<file path="src/rtl/clsm_ram.sv">
// Generic single-port-write, single-port-read RAM with registered read data.
// No dependencies.
module clsm_ram #(
  parameter int WIDTH = 8,
  parameter int DEPTH = 4
) (
  input  logic                     clk,
  input  logic                     we,
  input  logic [$clog2(DEPTH)-1:0] waddr,
  input  logic [WIDTH-1:0]         wdata,
  input  logic                     re,
  input  logic [$clog2(DEPTH)-1:0] raddr,
  output logic [WIDTH-1:0]         rdata
);

  logic [WIDTH-1:0] mem_r [DEPTH];
  logic [WIDTH-1:0] rdata_r;

  // write port
  always_ff @(posedge clk) begin
    if (we) begin
      mem_r[waddr] <= wdata;
    end
  end

  // registered read port
  always_ff @(posedge clk) begin
    if (re) begin
      rdata_r <= mem_r[raddr];
    end
  end

  assign rdata = rdata_r;

endmodule

</file>
<file path="config.mk">
export PLATFORM = sky130hd
export DESIGN_NAME = clsm_ram
export DESIGN_NICKNAME = d
export VERILOG_FILES = /design/src/rtl/clsm_ram.sv
export SDC_FILE = /design/constraint.sdc
export NUM_CORES = 1
export LEC_CHECK = 0
export BUFFER_PORTS_ARGS = -buffer_cell sky130_fd_sc_hd__buf_2
export CAP_MARGIN = 10
export CORE_UTILIZATION = 54
export CTS_CLUSTER_DIAMETER = 50
export DETAILED_ROUTE_END_ITERATION = 8
export PLACE_DENSITY = 0.77
export SYNTH_ARGS = -nofsm -noshare
export SYNTH_HDL_FRONTEND = slang
export SYNTH_SLANG_ARGS = --single-unit
export TNS_END_PERCENT = 50
</file>
<file path="constraint.sdc">
create_clock -name clk -period 1.6 [get_ports clk]
set_input_delay 0.08 -clock clk [delete_from_list [all_inputs] [get_ports clk]]
set_output_delay 0.08 -clock clk [all_outputs]
set_load 0.03 [all_outputs]
</file>
== Word-level counts from Yosys, hierarchy flattened ==
Memories as Yosys holds them, arrays and structs flattened. A register that Yosys moved wholly into a read port is not among the register bits.
Cells that the tools add are included.

* Register bits after elaboration: 0
* Bits in latches: 0
* Memory bits (writable): 32
* Memory bits (read-only): 0
* Word-level logic and storage cells: 3
* Memories: 1

{| class="wikitable"
|+ Memory list
! memory !! words !! width !! read ports !! clocked after Yosys merged registers in !! write ports !! line !! RTL
|-
| mem_r || 4 || 8 || 1 || 1 || 1 || 16 || <nowiki>logic [WIDTH-1:0] mem_r [DEPTH];</nowiki>
|}

* Add/subtract/negate cells: 0
* Multiply operators: 0
* Divide/modulo/power cells: 0
* Magnitude comparators: 0
* Equality and inequality tests: 0
* Shift operators: 0
* Mux-type cells: 2
* Bitwise gates (word level): 0
* Reduce and logical (&&, ||, !) cells: 0

{| class="wikitable"
|+ Operators by type and width
! cell !! count
|-
| 1-bit two-way mux || 2
|}

== Logic depth before layout (Yosys ltp) ==
Gate-level depths: netlist (run 1).

* Depth in word-level cells: 2
* Gate-level depth with buffers: 2

== Least setup slack after synthesis (run 1) ==
OpenSTA, ideal clock, no wires.

* Path kind: input to register
* From: input waddr[0]
* To: memory mem_r[0][0] (enable)
* Library setup time: 0.385 ns
* Arrival: 0.759 ns
* Data required time: 1.215 ns
* Setup slack: 0.456 ns
* Stages on the path: 1
* Path through: nor3b_1

{| class="wikitable"
|+ RTL lines
! element !! line !! RTL
|-
| from (decl) || 9 || <nowiki>input logic [$clog2(DEPTH)-1:0] waddr,</nowiki>
|-
| to (decl) || 16 ||
|}

No word-level cell before the write port.

== Final worst setup path (run 1) ==
* From: memory mem_r[3][4]
* To: register rdata_r[4], in the netlist rdata[4] (read register of mem_r), data pin

{| class="wikitable"
|+ RTL lines
! element !! line !! RTL
|-
| to (decl) || 17 || <nowiki>logic [WIDTH-1:0] rdata_r;</nowiki>
|}

No word-level cell between the ends.

==> run summary, run 1 <==
• **run status** finished, final reports clean
• **max frequency** 0.899 GHz
• **Ys Warns** 0
• **Post-Layout Cell Count** 121
• **Internal Dissipation** 1.61 mW
• **Post-Synthesis Net Count** 69
• **maximum clock skew at final layout** 0.00950 ns
• **delay-heaviest family, CP** multiplexers
• **Crit. Startpoint** mem_r[3][4]
• **count of cell instances traversed by the critical path** 1
• **drt first pass iters** 4
• **setup TNS after final layout** 0 ns
• **Max Transition Viols Final** 0
• **row count** 18
• **share of layout cells above drive strength 1** 0.418
• **Max H-tree Level** 2
• **worst supply voltage drop on vdd** 986 uV
• **switching fraction of total power** 0.195
• **CP max stage cell** sky130_fd_sc_hd__mux4_2
• **clock share of power** 0.310
• **register-to-register setup slack** 0.49 ns
• **final critical-path required period** 1.11 ns
• **DRC violation count after routing** 0
• **most repeated cell in the gate-level netlist after synthesis** sky130_fd_sc_hd__edfxtp_1
• **worst slew margin relative to its limit** 0.710
• **area of all placed cells without fillers** 0.00172 mm^2
• **Sw Pwr** 0.390 mW
• **Fill cells** 160
• **kind of critical path** reg -> reg
• **data required time at the worst endpoint** 1.68 ns
• **clock tree from TritonCTS** built
• **Unique masters post-synth** 7
• **P_leak** 0.612 nW
• **critical-path cell list** mux4_2
• **input/output buffers** 22
• **number of hold violations in the final report** 0
• **Core Region** 0.00250 mm^2
• **cell types with the highest counts after synthesis** 40 x sky130_fd_sc_hd__edfxtp_1, 8 x sky130_fd_sc_hd__mux4_2, 2 x sky130_fd_sc_hd__and3b_1
• **share of the yosys chip area belonging to registers** 0.841
• **overflow left after global routing** 0
• **Mapped Cells** 54
• **CP Data Arrival Time** 1.19 ns
• **source-to-sink clock delay at the later pin of the worst-skew pair** 0.32 ns
• **R2R cell count** 1
• **largest area contributor in the synthesized netlist** sky130_fd_sc_hd__edfxtp_1
• **area of the mapped netlist** 0.00143 mm^2
• **part of the total power dissipated in sequential elements** 0.614
• **worst reg2reg path endpoint** rdata[4]
• **starting density of the core** 0.572
• **synthesized area per cell** 26.5 um^2
• **count of final setup violators** 0
• **master cell of the clock root buffer** sky130_fd_sc_hd__clkbuf_4
• **I/O pin cnt** 23
• **total of max-cap violations** 0
• **maximum buffer depth of the clock tree** 2
• **maximum net fanout on the critical path** 1
• **initial antenna violation count** 0
• **Tightest Hold Check Type** in -> reg
• **DP Cell Count** 105
• **violation count after the first detailed-route iteration** 9
• **Logic pwr share** 0.076
• **RSZ-0062 raised after global routing** false
• **number of clock sinks** 40
• **#FFs+latches synth** 40
• **total of cells resized after clock tree synthesis** 0
• **clock buffer count from CTS** 5
• **share of flip-flops with an asynchronous set or reset** 0
• **first-pass GRT wire length** 3080 um
• **Layout Nets** 105
• **cell area reported after detailed placement** 0.00157 mm^2
• **layout-stage area growth over the synthesis result** 20.7%
• **share of Yosys cell area claimed by the top area cell type** 0.841
• **startpoint of the lowest-slack register-to-register path** mem_r[3][4]
• **detailed-route wire length per cell** 17.1 um
• **leading cell types by total area after synthesis** sky130_fd_sc_hd__edfxtp_1 84%, sky130_fd_sc_hd__mux4_2 13%, sky130_fd_sc_hd__and3b_1 1.2%
• **Final period util** 0.695
• **Main synth FF type** sky130_fd_sc_hd__edfxtp_1
• **via count of the first global-routing pass** 645
• **maximum number of pins on one net before global-route repair** 13
• **overall die height** 53.4 um
• **Worst Path Buf+Inv** 0
• **ratio of routed vias to standard cells** 5.28
• **Critical Path Source Type** flop
• **end point of the critical path** rdata[4]
• **actual transition at the worst max-transition pin** 0.435 ns
• **vias** 639
• **worst hold margin** 0.105 ns
• **sort of element at the end of the critical path** flop
• **GRT Total Usage** 0.173
• **Die ar.** 0.00286 mm^2
• **number of nets still failing antenna checks after routing** 0
• **clock slew at reported path FFs** 0.11 ns
• **delay of the slowest cell on the worst path** 0.47 ns
• **Power Total** 2.00 mW
• **number of flops mapped to enable cells by yosys** 40
• **RePlAce Congestion** 0.674
• **Total Wirelength** 2070 um
• **power density over cell area** 1160 mW/mm^2
• **Antenna diodes** 0
• **Die W** 53.4 um
==> worst min path at each step <==
stage | start | end | cells after the start
global placement | wdata[0] | mem_r[2][0] | 1
CTS | re | rdata[5] | 1
global route | re | rdata[5] | 1
detailed placement | wdata[6] | mem_r[3][6] | 1
floorplan | wdata[0] | mem_r[0][0] | 0
finish | re | rdata[5] | 1
==> metrics by stage <==
step / setup WS [ns] / util
2_1_floorplan: 0.456 / -
3_3_place_gp: 0.438 / 0.627
3_5_place_dp: 0.406 / 0.627
4_1_cts: 0.478 / 0.690
5_1_grt: 0.470 / 0.690
6_report: 0.488 / 0.690
==> routing by layer <==
layer | global-route usage | vias to the layer above | wire [um]
met3 | 0.0603 | 2 | 113
li1 | - | 302 | -
met2 | 0.279 | 23 | 1050
met1 | 0.212 | 312 | 891
met5 | 0 | - | 0
met4 | 0.0658 | 0 | 14
==> repair_timing <==
item / 4_1_cts / 5_1_grt
hold endpoints to repair: 32 / 0
setup buffers: 0 / 0
hold buffers: 8 / 0
==> power by group through the flow <==
stage / logic, mW / clock network (mW) / registers (mW)
after floorplan: 0.0540 / 0 / 1.28
after global placement: 0.134 / 0 / 1.25
after detailed placement: 0.140 / 0 / 1.25
after CTS: 0.155 / 0.632 / 1.23
after global routing: 0.165 / 0.676 / 1.24
final: 0.153 / 0.620 / 1.23
==> cell families after synthesis <==
kind of cell | after synthesis | share of synthesized area
flops | 40 | 0.841
mux | 8 | 0.126
simple gates | 4 | 0.0219
buf+inv | 2 | 0.0114
==> registers in the layout (all words and copies together), names as in the netlist <==
register / count
mem_r: 32
rdata: 8
==> layout by cell type (no fill, tap or decap), drive strengths merged <==
cell type     n
dlygate4sd3   8
edfxtp       40
clkinv        1
and3b         2
mux4          8
nor3b         1
buf          23
clkbuf        6
bufinv        1
and3          1
==> final cells by class <==
type / count / area, um^2 / share of cell area
multi-input combinational: 12 / 211 / 0.123
sequential: 40 / 1200 / 0.697
timing repair buffer: 31 / 198 / 0.115
tap: 30 / 37.5 / 0.0218
clock buffer: 6 / 41.3 / 0.0239
clock inverter: 2 / 35.0 / 0.0203
Note: power is estimated with default switching activity, not from simulation.
==> inputs of run 2 (changes only) <==
--- a/config.mk
+++ b/config.mk
@@ -5,12 +5,13 @@
 export SDC_FILE = /design/constraint.sdc
 export NUM_CORES = 1
 export LEC_CHECK = 0
+export ABC_AREA = 1
 export BUFFER_PORTS_ARGS = -buffer_cell sky130_fd_sc_hd__buf_2
 export CAP_MARGIN = 10
-export CORE_UTILIZATION = 54
+export CORE_UTILIZATION = 50
 export CTS_CLUSTER_DIAMETER = 50
 export DETAILED_ROUTE_END_ITERATION = 8
-export PLACE_DENSITY = 0.77
+export PLACE_DENSITY = 0.74
 export SYNTH_ARGS = -nofsm -noshare
 export SYNTH_HDL_FRONTEND = slang
 export SYNTH_SLANG_ARGS = --single-unit
==> constraint.sdc (replaced) <==
create_clock -name clk -period 0.94 [get_ports clk]
set_input_delay 0.047 -clock clk [delete_from_list [all_inputs] [get_ports clk]]
set_output_delay 0.047 -clock clk [all_outputs]
set_load 0.03 [all_outputs]
==> run 2 against run 1 <==
  * Final cell count increased by 85%
  * Largest power group unchanged
  * Final area increased by 16%
  * Largest cell class unchanged
  * The run now ends with setup timing left
  * Global-route usage increased by 0.12 points
  * Register-to-register slack got worse by 0.44 ns
  * Power increased by 66%
  * Die area increased by 22%
  * Critical endpoint is now rdata[6]
  * Synthesized area increased by 14%
  * Core utilization decreased by 3.9 points
  * Via count increased by 59%
  * Routed wire length increased by 23%
  * Highest routed layer unchanged
  * Critical path depth unchanged
==> run summary, run 2 <==
• **delay of the slowest cell on the worst path** 0.40 ns, -0.07 ns
• **overall die height** 59.1 um, +11%
• **area of all placed cells without fillers** 0.00200 mm^2, +16%
• **source-to-sink clock delay at the later pin of the worst-skew pair** 0.34 ns, +0.02 ns
• **Internal Dissipation** 2.51 mW, +56%
• **final critical-path required period** 0.950 ns
• **count of final setup violators** 4, +4
• **total area of sequential cells** 0.00120 mm^2, unchanged
• **P_leak** 0.899 nW, +47%
• **post-placement worst setup slack** 0.0350 ns, -0.371 ns
• **first-pass GRT wire length** 4310 um, +40%
• **run status** finished, violations left
• **worst supply voltage drop on vdd** 1190 uV, +21%
• **Final WS setup** -0.00967 ns, -0.498 ns
• **most flop-heavy register** mem_r
• **sort of element at the end of the critical path** output port
• **Power Total** 3.32 mW, +66%
• **#FFs+latches synth** 40, unchanged
• **Tightest Hold Check Type** in -> reg
• **Antenna diodes** 0, unchanged
• **violations in the final reports** setup timing
• **actual transition at the worst max-transition pin** 0.318 ns, -0.118 ns
• **Total Wirelength** 2540 um, +23%
• **buffers inserted by post-CTS timing repair** 0, unchanged
• **cell area reported after detailed placement** 0.00181 mm^2, +15%
• **Sw Pwr** 0.806 mW, +110%
• **leading cell types by total area after synthesis** sky130_fd_sc_hd__edfxtp_1 74%, sky130_fd_sc_hd__nand2_1 9.2%, sky130_fd_sc_hd__inv_1 8.3%
• **violation count after the first detailed-route iteration** 42, +33
• **maximum number of pins on one net before global-route repair** 18, +5
• **clock buffer count from CTS** 5, unchanged
• **number of flops mapped to enable cells by yosys** 40, unchanged
• **vias** 1019, +59%
• **GRT Total Usage** 0.174, +0.00121
• **clock share of power** 0.261, -0.049
• **Core Region** 0.00308 mm^2, +23%
• **maximum buffer depth of the clock tree** 2, unchanged
• **input/output buffers** 22, unchanged
• **synthesized area per cell** 11.5 um^2, -56%
• **combined area of the multi-input logic cells** 265 um^2, +25%
• **ratio of routed vias to standard cells** 4.55, -14%
• **area of the mapped netlist** 0.00163 mm^2, +14%
• **RSZ-0062 raised after global routing** true
• **commonest cells after routing, fill and taps aside** 40 x sky130_fd_sc_hd__edfxtp_1, 38 x sky130_fd_sc_hd__nand2_1, 34 x sky130_fd_sc_hd__inv_1
• **Max H-tree Level** 2, unchanged
• **Post-Synthesis Net Count** 156, +130%
• **overflow left after global routing** 0, unchanged
• **DP Cell Count** 208, +98%
• **RePlAce Congestion** 0.863, +28%
• **starting density of the core** 0.529, -0.0427
• **maximum clock skew at final layout** 0.00677 ns, -0.00273 ns
• **clock slew at reported path FFs** 0.13 ns, +0.02 ns
• **share of flip-flops with an asynchronous set or reset** 0, unchanged
• **max FFs per register** 32, unchanged
• **row count** 20, +2
• **most common library cell in the layout ignoring fill and taps** sky130_fd_sc_hd__edfxtp_1
• **clock tree from TritonCTS** built
• **Die ar.** 0.00349 mm^2, +22%
• **switching fraction of total power** 0.243, +0.0483
• **largest area contributor in the synthesized netlist** sky130_fd_sc_hd__edfxtp_1
• **hpwl dp** 1800 um
• **via count of the first global-routing pass** 992, +54%
• **layout-stage area growth over the synthesis result** 23.0%
• **Final period util** 1.01
• **data required time at the worst endpoint** 0.89 ns, -0.79 ns
• **delay-heaviest family, CP** flip-flops
• **Layout Nets** 194, +85%
• **part of the total power dissipated in sequential elements** 0.632, +0.018
• **initial antenna violation count** 0, unchanged
• **I/O pin cnt** 23, unchanged
• **worst slew margin relative to its limit** 0.788, +0.0784
• **Die W** 59.1 um, +11%
• **number of clock sinks** 40, unchanged
• **total of max-cap violations** 0, unchanged
• **Critical Path Source Type** flop
• **Ys Warns** 0, unchanged
• **share of layout cells above drive strength 1** 0.233, -0.184
• **cell types with the highest counts after synthesis** 40 x sky130_fd_sc_hd__edfxtp_1, 40 x sky130_fd_sc_hd__nand2_1, 36 x sky130_fd_sc_hd__inv_1, 16 x sky130_fd_sc_hd__nand3_1, 4 x sky130_fd_sc_hd__nor3_1
• **Unique masters post-synth** 9, +2
• **share of the yosys chip area belonging to registers** 0.738, -0.103
• **number of hold violations in the final report** 0, unchanged
• **max frequency** 1.05 GHz
• **Worst Path Buf+Inv** 1, +1
• **power density over cell area** 1660 mW/mm^2, +43%
• **Mapped Cells** 141, +160%
• **Fill cells** 255, +59%
• **final core area utilization** 0.650, -0.0393
• **number of nets still failing antenna checks after routing** 0, unchanged
• **drt first pass iters** 4, unchanged
• **critical-path cell list** buf_6
• **Post-Layout Cell Count** 224, +85%
• **detailed-route wire length per cell** 11.3 um, -34%
• **maximum net fanout on the critical path** 1, unchanged
• **share of Yosys cell area claimed by the top area cell type** 0.738, -0.103
• **CP Data Arrival Time** 0.90 ns, -0.29 ns
• **master cell of the clock root buffer** sky130_fd_sc_hd__clkbuf_4
• **Max Transition Viols Final** 0, unchanged
• **DRC violation count after routing** 0, unchanged
• **kind of critical path** reg -> out
• **Main synth FF type** sky130_fd_sc_hd__edfxtp_1
• **Logic pwr share** 0.107, +0.031
• **CP max stage cell** sky130_fd_sc_hd__edfxtp_1
## run 2: cell count changes after synthesis, sizes merged
cell | previous run | this run
nand2 | 0 | 40
buf | 1 | 4
nand3 | 0 | 16
nor3b | 1 | 0
mux4 | 8 | 0
inv | 0 | 37
and3 | 1 | 0
clkbuf | 1 | 0
and3b | 2 | 0
nor3 | 0 | 4
## run 2: repair_timing
action,CTS,global route
endpoints found under the hold margin,32,0
setup endpoints to repair,8,11
resized for setup,16,4
hold buffers,8,0
pin swaps,0,3
## run 2: metal layers
layer,vias up,wire length (um),global-route usage
li1,518,-,-
met1,457,1080,0.211
met2,41,1290,0.294
met3,3,149,0.0611
met4,0,19,0.0510
met5,-,0,0
## run 2: power groups by stage
stage / Clock, mW / Sequential, mW / Combinational (mW)
after floorplan: 0 / 2.18 / 0.139
after global placement: 0 / 2.13 / 0.288
after detailed placement: 0 / 2.13 / 0.298
after CTS: 0.901 / 2.10 / 0.355
after global routing: 0.959 / 2.11 / 0.395
final: 0.865 / 2.10 / 0.355
## run 2: cell type report
| class | count | share of cell area |
|---|---|---|
| multi-input cells | 60 | 0.132 |
| flip-flops and latches | 40 | 0.600 |
| well taps | 44 | 0.0275 |
| clock inverters | 3 | 0.0119 |
| repair buffers | 35 | 0.139 |
| inverters | 37 | 0.0706 |
| clock buffers | 5 | 0.0188 |
## run 2: worst paths after layout
path / start / end / slack, ns / depth (start not counted)
worst max-delay path: rdata[6] / rdata[6] / -0.01 / 1
worst min-delay path: re / rdata[6] / 0.02 / 1
worst min register to register: mem_r[3][2] / rdata[2] / 0.63 / 4
worst max register to register: mem_r[3][0] / rdata[0] / 0.05 / 4
## run 2: through the flow
| step | hold slack, ns | setup TNS, ns |
|---|---|---|
| global route | 0.0119 | -0.368 |
| global placement | 0.258 | 0 |
| floorplan | 0.146 | -2.58 |
| detailed placement | 0.262 | 0 |
| CTS | 0.0120 | -0.179 |
| finish | 0.0230 | -0.0258 |
## run 2: kinds of logic (layout without fill, tap and decap cells)
kind of cell	count (synthesis)	in the layout	share of synthesized area
flip-flops	40	40	0.738
buffers and inverters	41	80	0.108
AND/OR/NAND/NOR	60	60	0.154
==> inputs of run 3 (changes only) <==
--- a/config.mk
+++ b/config.mk
@@ -5,13 +5,12 @@
 export SDC_FILE = /design/constraint.sdc
 export NUM_CORES = 1
 export LEC_CHECK = 0
-export ABC_AREA = 1
 export BUFFER_PORTS_ARGS = -buffer_cell sky130_fd_sc_hd__buf_2
 export CAP_MARGIN = 10
-export CORE_UTILIZATION = 50
+export CORE_UTILIZATION = 48
 export CTS_CLUSTER_DIAMETER = 50
 export DETAILED_ROUTE_END_ITERATION = 8
-export PLACE_DENSITY = 0.74
+export PLACE_DENSITY = 0.72
 export SYNTH_ARGS = -nofsm -noshare
 export SYNTH_HDL_FRONTEND = slang
 export SYNTH_SLANG_ARGS = --single-unit
==> run 3 against run 2 <==
  * The run still ends with setup timing left
  * Critical path depth is the same
  * Final area shrank 11%
  * Setup slack lost 0.16 ns
  * Clock skew grew 0.0012 ns
==> run summary, run 3 (synthesized netlist as in run 1, its figures left out) <==
• **Final period util** 1.19, +0.175
• **master cell of the clock root buffer** sky130_fd_sc_hd__clkbuf_4
• **Max Transition Viols Final** 0, unchanged
• **violations in the final reports** setup timing
• **area of all placed cells without fillers** 0.00179 mm^2, -11%
• **clock tree from TritonCTS** built
• **CP max stage cell** sky130_fd_sc_hd__mux4_2
• **hpwl dp** 1560 um, -13%
• **count of final setup violators** 8, +4
• **RSZ-0062 raised after global routing** true
• **violation count after the first detailed-route iteration** 5, -88%
• **number of nets still failing antenna checks after routing** 0, unchanged
• **max FFs per register** 32, unchanged
• **worst reg2reg path endpoint** rdata[5]
• **maximum number of pins on one net before global-route repair** 12, -6
• **Max H-tree Level** 2, unchanged
• **Core Region** 0.00278 mm^2, -9.6%
• **source-to-sink clock delay at the later pin of the worst-skew pair** 0.32 ns, -0.02 ns
• **Antenna diodes** 0, unchanged
• **GRT Total Usage** 0.162, -0.0123
• **initial antenna violation count** 0, unchanged
• **worst slew margin relative to its limit** 0.853, +0.0654
• **worst supply voltage drop on vdd** 1420 uV, +19%
• **register-to-register setup slack** -0.17 ns, -0.22 ns
• **R2R cell count** 1, -3
• **commonest cells after routing, fill and taps aside** 40 x sky130_fd_sc_hd__edfxtp_1, 20 x sky130_fd_sc_hd__buf_2, 8 x sky130_fd_sc_hd__mux4_2, 8 x sky130_fd_sc_hd__dlygate4sd3_1, 8 x sky130_fd_sc_hd__buf_4
• **starting density of the core** 0.514, -0.0151
• **I/O pin cnt** 23, unchanged
• **number of clock sinks** 40, unchanged
• **most flop-heavy register** mem_r
• **sort of element at the end of the critical path** flop
• **cell area reported after detailed placement** 0.00165 mm^2, -8.8%
• **kind of critical path** reg -> reg
• **Final WS setup** -0.174 ns, -0.164 ns
• **end point of the critical path** rdata[5]
• **Total Wirelength** 2190 um, -14%
• **run status** finished, violations left
• **final critical-path required period** 1.11 ns, +0.164 ns
• **number of hold violations in the final report** 0, unchanged
• **maximum net fanout on the critical path** 1, unchanged
• **delay of the slowest cell on the worst path** 0.49 ns, +0.09 ns
• **Power Total** 3.14 mW, -5.2%
• **startpoint of the lowest-slack register-to-register path** mem_r[3][5]
• **data required time at the worst endpoint** 1.01 ns, +0.12 ns
• **count of cell instances traversed by the critical path** 1, unchanged
• **Die ar.** 0.00320 mm^2, -8.3%
• **maximum buffer depth of the clock tree** 2, unchanged
• **Crit. Startpoint** mem_r[3][5]
• **DRC violation count after routing** 0, unchanged
• **Die W** 56.6 um, -4.2%
• **clock slew at reported path FFs** 0.11 ns, -0.02 ns
• **actual transition at the worst max-transition pin** 0.220 ns, -0.0981 ns
• **drt first pass iters** 4, unchanged
• **most common library cell in the layout ignoring fill and taps** sky130_fd_sc_hd__edfxtp_1
• **via count of the first global-routing pass** 732, -26%
• **share of layout cells above drive strength 1** 0.455, +0.221
• **RePlAce Congestion** 0.696, -19%
• **Critical Path Source Type** flop
• **first-pass GRT wire length** 3550 um, -18%
• **Tightest Hold Check Type** in -> reg
• **total of max-cap violations** 0, unchanged
• **power density over cell area** 1760 mW/mm^2, +6.1%
• **maximum clock skew at final layout** 0.00798 ns, +0.00121 ns
• **critical-path cell list** mux4_2
• **layout-stage area growth over the synthesis result** 25.1%
• **clock buffer count from CTS** 5, unchanged
• **row count** 19, -5.0%
• **ratio of routed vias to standard cells** 5.18, +14%
• **P_leak** 0.649 nW, -28%
• **delay-heaviest family, CP** multiplexers
• **Layout Nets** 113, -42%
• **max frequency** 0.898 GHz, -15%
• **overall die height** 56.6 um, -4.2%
• **overflow left after global routing** 0, unchanged
• **detailed-route wire length per cell** 16.8 um, +48%
• **vias** 674, -34%
• **input/output buffers** 22, unchanged
• **Worst Path Buf+Inv** 0, -1
• **CP Data Arrival Time** 1.18 ns, +0.28 ns
## run 3: worst min path at each step
stage               startpoint           to  slack, ns  depth (start not counted)
floorplan             wdata[0]  mem_r[0][0]       0.15                          0
global placement      wdata[6]  mem_r[3][6]       0.26                          1
detailed placement    wdata[6]  mem_r[1][6]       0.26                          1
CTS                         re     rdata[3]       0.08                          1
global route                re     rdata[2]       0.06                          1
finish                      re     rdata[2]       0.08                          1
## run 3: final cells by class
type / instances / area (um^2)
Sequential cell: 40 / 1200
Fill cell: 195 / 993
Timing Repair Buffer: 39 / 283
Multi-Input combinational cell: 12 / 216
Clock buffer: 7 / 45.0
Tap cell: 31 / 38.8
Clock inverter: 1 / 3.75
## run 3: power breakdown
part,switching (mW),total [mW],internal [mW],leakage [nW]
sequential,0.0235,2.09,2.07,0.372
clock,0.465,0.753,0.288,0.0269
combinational,0.150,0.297,0.147,0.250
total,0.638,3.14,2.51,0.649
## run 3: per-stage QoR
stage	setup TNS, ns	cells	hold slack (ns)	util	worst slack [ns]
floorplan	-0.854	54	0.146	-	-0.107
detailed placement	-1.21	114	0.264	0.592	-0.181
finish	-1.22	130	0.0835	0.643	-0.174
global placement	-0.918	114	0.256	0.592	-0.130
global route	-1.56	130	0.0632	0.643	-0.196
CTS	-1.29	130	0.0771	0.641	-0.189
## run 3: routing by layer
layer  up-vias  wire length [um]  GRT usage
met5         -                 0          0
met2        16              1200      0.264
met1       337               901      0.205
met4         0                16     0.0627
met3         2                66     0.0484
li1        319                 -          -
## run 3: timing repair
item                                    4_1_cts  5_1_grt
buffers inserted                              0        0
resized for setup                             3        1
hold buffers                                  8        0
endpoints found under the hold margin        32        0
endpoints found under the setup margin       10       15
